## src/hw/rtl/point_to_panorama_pixel_core_macros.svh

```systemverilog
// assertion macros for the panorama pixel core
// used by modules that check their own pipeline behavior
`ifndef POINT_TO_PANORAMA_PIXEL_CORE_MACROS_SVH
`define POINT_TO_PANORAMA_PIXEL_CORE_MACROS_SVH

// same-cycle implication
`define PPP_CHK_IMPL(lbl, clk, rst, ante, cons, msg) \
  lbl: assert property (@(posedge clk) disable iff (rst) (ante) |-> (cons)) else $error(msg);

// next-cycle implication
`define PPP_CHK_NEXT(lbl, clk, rst, ante, cons, msg) \
  lbl: assert property (@(posedge clk) disable iff (rst) (ante) |=> (cons)) else $error(msg);

`endif

```

## src/hw/rtl/ppp_pkg.sv

```systemverilog
// shared constants, types and the arctangent table for the panorama pixel core
// no dependencies
`timescale 1ns / 1ps

package ppp_pkg;

  localparam int PANO_WIDTH_DEF  = 6720;
  localparam int PANO_HEIGHT_DEF = 3360;

  localparam int COORD_W = 32;
  localparam int COL_W   = 13;
  localparam int ROW_W   = 12;
  localparam int THR_W   = 31;
  localparam logic [THR_W-1:0] THR_RESET = 31'd19661;

  // squared magnitudes and integer square root
  localparam int SQ_W        = 64;
  localparam int ROOT_W      = 32;
  localparam int SQRT_STEPS  = ROOT_W;

  // binary angles: 2^32 is one turn
  localparam int ANG_W = 32;
  localparam logic [ANG_W-1:0] HALF_TURN = 32'h8000_0000;

  localparam int CORDIC_STEPS = 24;
  localparam int CORDIC_W     = 36;

  // cos(elevation) in q1.18
  localparam int C_FRAC = 18;
  localparam int C_W    = C_FRAC + 1;

  localparam logic [ANG_W-1:0] ATAN_TAB [CORDIC_STEPS] = '{
    32'd536870912, 32'd316933406, 32'd167458907, 32'd85004756, 32'd42667331,
    32'd21354465,  32'd10679838,  32'd5340245,   32'd2670163,  32'd1335087,
    32'd667544,    32'd333772,    32'd166886,    32'd83443,    32'd41722,
    32'd20861,     32'd10430,     32'd5215,      32'd2608,     32'd1304,
    32'd652,       32'd326,       32'd163,       32'd81
  };

  typedef logic signed [CORDIC_W-1:0] cordic_word_t;

endpackage

```

## src/hw/rtl/ppp_isqrt.sv

```systemverilog
// pipelined integer square root, one root bit per stage
// depends on ppp_pkg
`timescale 1ns / 1ps

module ppp_isqrt import ppp_pkg::*; (
  input  logic              clk,
  input  logic              en,
  input  logic [SQ_W-1:0]   din,
  output logic [ROOT_W-1:0] root
);

  localparam int REM_W = ROOT_W + 3;

  logic [REM_W-1:0]  rem [SQRT_STEPS];
  logic [ROOT_W-1:0] rt  [SQRT_STEPS];
  logic [SQ_W-1:0]   val [SQRT_STEPS];

  for (genvar s = 0; s < SQRT_STEPS; s++) begin : g_step
    logic [REM_W-1:0]  rem_in, r2, trial;
    logic [ROOT_W-1:0] rt_in;
    logic [SQ_W-1:0]   val_in;
    logic              ge;

    if (s == 0) begin : g_first
      assign rem_in = '0;
      assign rt_in  = '0;
      assign val_in = din;
    end else begin : g_rest
      assign rem_in = rem[s-1];
      assign rt_in  = rt[s-1];
      assign val_in = val[s-1];
    end

    // bring down the next two radicand bits, try root*4+1
    assign r2    = {rem_in[REM_W-3:0], val_in[SQ_W-1 -: 2]};
    assign trial = {1'b0, rt_in, 2'b01};
    assign ge    = (r2 >= trial);

    always_ff @(posedge clk) begin
      if (en) begin
        rem[s] <= ge ? (r2 - trial) : r2;
        rt[s]  <= {rt_in[ROOT_W-2:0], ge};
        val[s] <= {val_in[SQ_W-3:0], 2'b00};
      end
    end
  end

  assign root = rt[SQRT_STEPS-1];

endmodule

```

## config.mk

```make
export PLATFORM = sky130hd
export DESIGN_NAME = ppp_isqrt
export DESIGN_NICKNAME = d
export VERILOG_FILES = /design/src/hw/rtl/point_to_panorama_pixel_core_macros.svh /design/src/hw/rtl/ppp_pkg.sv /design/src/hw/rtl/ppp_isqrt.sv
export SDC_FILE = /design/constraint.sdc
export NUM_CORES = 2
export LEC_CHECK = 0
export ABC_AREA = 0
export BUFFER_PORTS_ARGS = -buffer_cell sky130_fd_sc_hd__buf_2
export CAP_MARGIN = 15
export CORE_ASPECT_RATIO = 1.4
export CORE_MARGIN = 8
export CORE_UTILIZATION = 30
export CTS_CLUSTER_DIAMETER = 40
export CTS_CLUSTER_SIZE = 12
export DETAILED_ROUTE_END_ITERATION = 10
export PLACE_DENSITY_LB_ADDON = 0.15
export SLEW_MARGIN = 10
export SYNTH_ARGS = -nofsm -noshare
export SYNTH_HDL_FRONTEND = slang
export SYNTH_MEMORY_MAX_BITS = 65536
export SYNTH_SLANG_ARGS = --single-unit
```

## constraint.sdc

```tcl
create_clock -name clk -period 9.64 [get_ports clk]
set_input_delay 2.892 -clock clk [delete_from_list [all_inputs] [get_ports clk]]
set_output_delay 2.892 -clock clk [all_outputs]
set_load 0.05 [all_outputs]
```

==> run_results.csv <==
group,metric,value,unit
status,outcome,"finished, final reports clean",
global_routing,grt_start_max_net_pins,165,
timing,finalSetupViolations,0,
global_routing,antenna_found_initial,7,
logic_synthesis,synth_nets,9624,
worst_setup_path,critPathArrivalTime,5.07,ns
cts,ctsResizeCount,0,
logic_synthesis,synth_edf_count,2494,
floorplan,die-height,753,µm
placed_design,globalplace.congestion,0.952,
worst_setup_path,crit_type,"flop to flop",
route,drc_errors,0,
power_and_ir_drop,irDropWorstVdd,0.148,mV
logic_synthesis,ys.flop_type,"edfxtp_1",
global_routing,grt_pass1_vias,73289,
placed_design,port_buffers,97,
route,route.vias.total,69907,
worst_hold_path,hold_path_class,"flop to flop",
logic_synthesis,ys_types,88,
timing,final_hold_viol_count,0,
cts,cts_buffer_depth,4,
cells_and_area,final_nets,9994,
placed_design,hpwl,195000,µm
logic_synthesis,synthArstFlopShare,0,
cells_and_area,n_fill_cell,37230,
cts,cts_hold_buf,0,
floorplan,dieArea,0.408,mm²
worst_setup_path,crit_fanout,55,
power_and_ir_drop,pwr-share-comb,0.189,
run,maxCapViolCount,0,
cts,cts_root_buf,"clkbuf_16",
cts,clock-sinks,2494,
route,first_iter_violations,3605,
floorplan,placementRows,270,
worst_hold_path,worstHoldStart,"val[1][58]",
cells_and_area,drive_above_1_share,0.103,
timing,timing.fmax,225,MHz
logic_synthesis,synth-simple-area-share,0.0993,
route,post_drt_via_cell_ratio,4.71,
logic_synthesis,synthXorXnorAreaFrac,0.0595,
placed_design,place_ws,4.30,ns
worst_setup_path,startpoint_type,"flop",
power_and_ir_drop,internal_power,24.8,mW
timing,rsz0062_at_grt,"no",
logic_synthesis,synth_top_family_by_area,"simple AND/OR/NAND/NOR gates",
logic_synthesis,synthAdderAreaFrac,0.0603,
floorplan,pin_count,98,
power_and_ir_drop,switching_share,0.288,
cells_and_area,final_cell_mix,"2494 x edfxtp_1, 717 x inv_1, 582 x nand2_1",
power_and_ir_drop,switching_power,10.1,mW
cells_and_area,multi_input_area,0.0382,mm²
cells_and_area,seqCellArea,0.0749,mm²
worst_setup_path,setup.worst_path.start,"rem[27][1]",
global_routing,grt_pass1_wl,410000,µm
floorplan,chipWidth,542,µm
timing,setup_slack,5.19,ns
cts,cts_tree,"built",
power_and_ir_drop,leakage,51.3,nW
worst_setup_path,required,10.27,ns
route,drt_wl_total,266000,µm
timing,holdWs,0.388,ns
logic_synthesis,synth.area.mux_share,0.00986,
worst_setup_path,endpoint_kind,"flop",
logic_synthesis,ys_warn_count,0,
global_routing,grtUsageTotal,0.126,
cts,clock_latency,0.98,ns
timing,period_needed,4.45,ns
placed_design,dp.cells,14155,
global_routing,overflow,0,
cells_and_area,syn2layout_area_growth,17.1,%
worst_setup_path,worstReg2RegStart,"rem[27][1]",
worst_setup_path,ff2ff_setup_slack,5.19,ns
timing,slew_headroom,0.164,
cts,postCtsSetupRepairBufs,0,
route,ant_nets,0,
logic_synthesis,synth-seq-area-share,0.643,
cells_and_area,instances_no_fill,14844,
logic_synthesis,postSynthAreaPerCell,12.9,µm²
power_and_ir_drop,powerDensity,256,mW/mm²
power_and_ir_drop,power_frac_seq,0.420,
timing,worstMarginPinSlew,1.24,ns
cts,cts_buffers,377,
cts,worst_setup_hold_path_clk_slew,0.05,ns
timing,setup_tns,0,ns
cells_and_area,layout_commonest_cell,"edfxtp_1",
floorplan,start_util,0.301,
logic_synthesis,syn_area,0.116,mm²
cts,htreeDepth,5,
route,drt-pass1-iter-count,5,
timing,maxSlewViolCount,0,
timing,finClkSkew,0.105,ns
logic_synthesis,ys_ff_latch,2494,
floorplan,core_area,0.386,mm²
route,wire_per_inst,17.9,µm
power_and_ir_drop,total_power,34.9,mW
logic_synthesis,synth_compound_area_frac,0.0984,
logic_synthesis,syn_inst,8997,
timing,fin_crit_sh,0.461,
power_and_ir_drop,p_clk_frac,0.390,
## metal layers
layer  part of all wire  track usage
met5                  0            0
met4              0.064       0.0731
met3              0.035       0.0202
met2               0.55        0.248
met1               0.35        0.121
## final timing paths
check	endpoint	depth (start not counted)
setup reg to reg	rem[28][7]	10
hold / removal	val[2][60]	0
hold reg to reg	val[2][60]	0
setup / recovery	rem[28][7]	10
## metrics by stage
stage	utilization	area (µm²)
floorplan	-	116000
global placement	0.320	124000
detailed placement	0.320	124000
CTS	0.353	136000
global route	0.353	136000
finish	0.353	136000
## flip-flops by register name, indices dropped and copies added (netlist names)
name	flops
val	992
rem	974
rt	528
## synthesized netlist by cell type (all sizes together) (129+ instances only)
cell       n  share of area
nor4     129         0.0073
nor3     227         0.0098
nand2    582          0.019
a21oi    536          0.023
xor2     400          0.030
edfxtp  2494           0.64
ha       561          0.060
inv      718          0.023
clkbuf   164         0.0053
nand3    141         0.0061
o21ai    498          0.021
a21o     245          0.016
xnor2    391          0.029
nor2     516          0.017
## final cells by class
| cell class | instances | share of cell area |
|---|---|---|
| well taps | 5168 | 0.0474 |
| clock inverters | 281 | 0.0230 |
| inverters | 718 | 0.0198 |
| repair buffers | 175 | 0.00931 |
| flip-flops and latches | 2494 | 0.549 |
| diodes | 2 | 0.0000367 |
| multi-input cells | 5601 | 0.280 |
| clock buffers | 405 | 0.0706 |
## kinds of logic after synthesis
group	after synthesis
adders and majority gates	561
xor gates and xnor gates	791
muxes	103
and+or+nand+nor	2302
buffers and inverters	902
other	1
DFF	2494
AOI/OAI and AO/OA	1843
## power groups by stage
stage	Combinational (mW)	Clock (mW)	Sequential, mW
6_report	6.61	13.6	14.6
5_1_grt	7.32	14.5	14.8
4_1_cts	6.65	14.1	14.7
3_5_place_dp	6.60	0	14.9
3_3_place_gp	6.54	0	14.9
2_1_floorplan	4.78	0	14.5
## critical path, cell delays in order, from the launching register on
cell and delay, ns:
edfxtp_1 0.39, ha_1 0.38, and3_1 0.32, a221oi_1 0.73, nor2_1 0.14, o31ai_1 0.55
o21ai_0 0.38, a21o_1 0.34, a21bo_2 0.24, buf_4 0.27, mux2_2 0.35
Power figures use the tool's default switching activity.
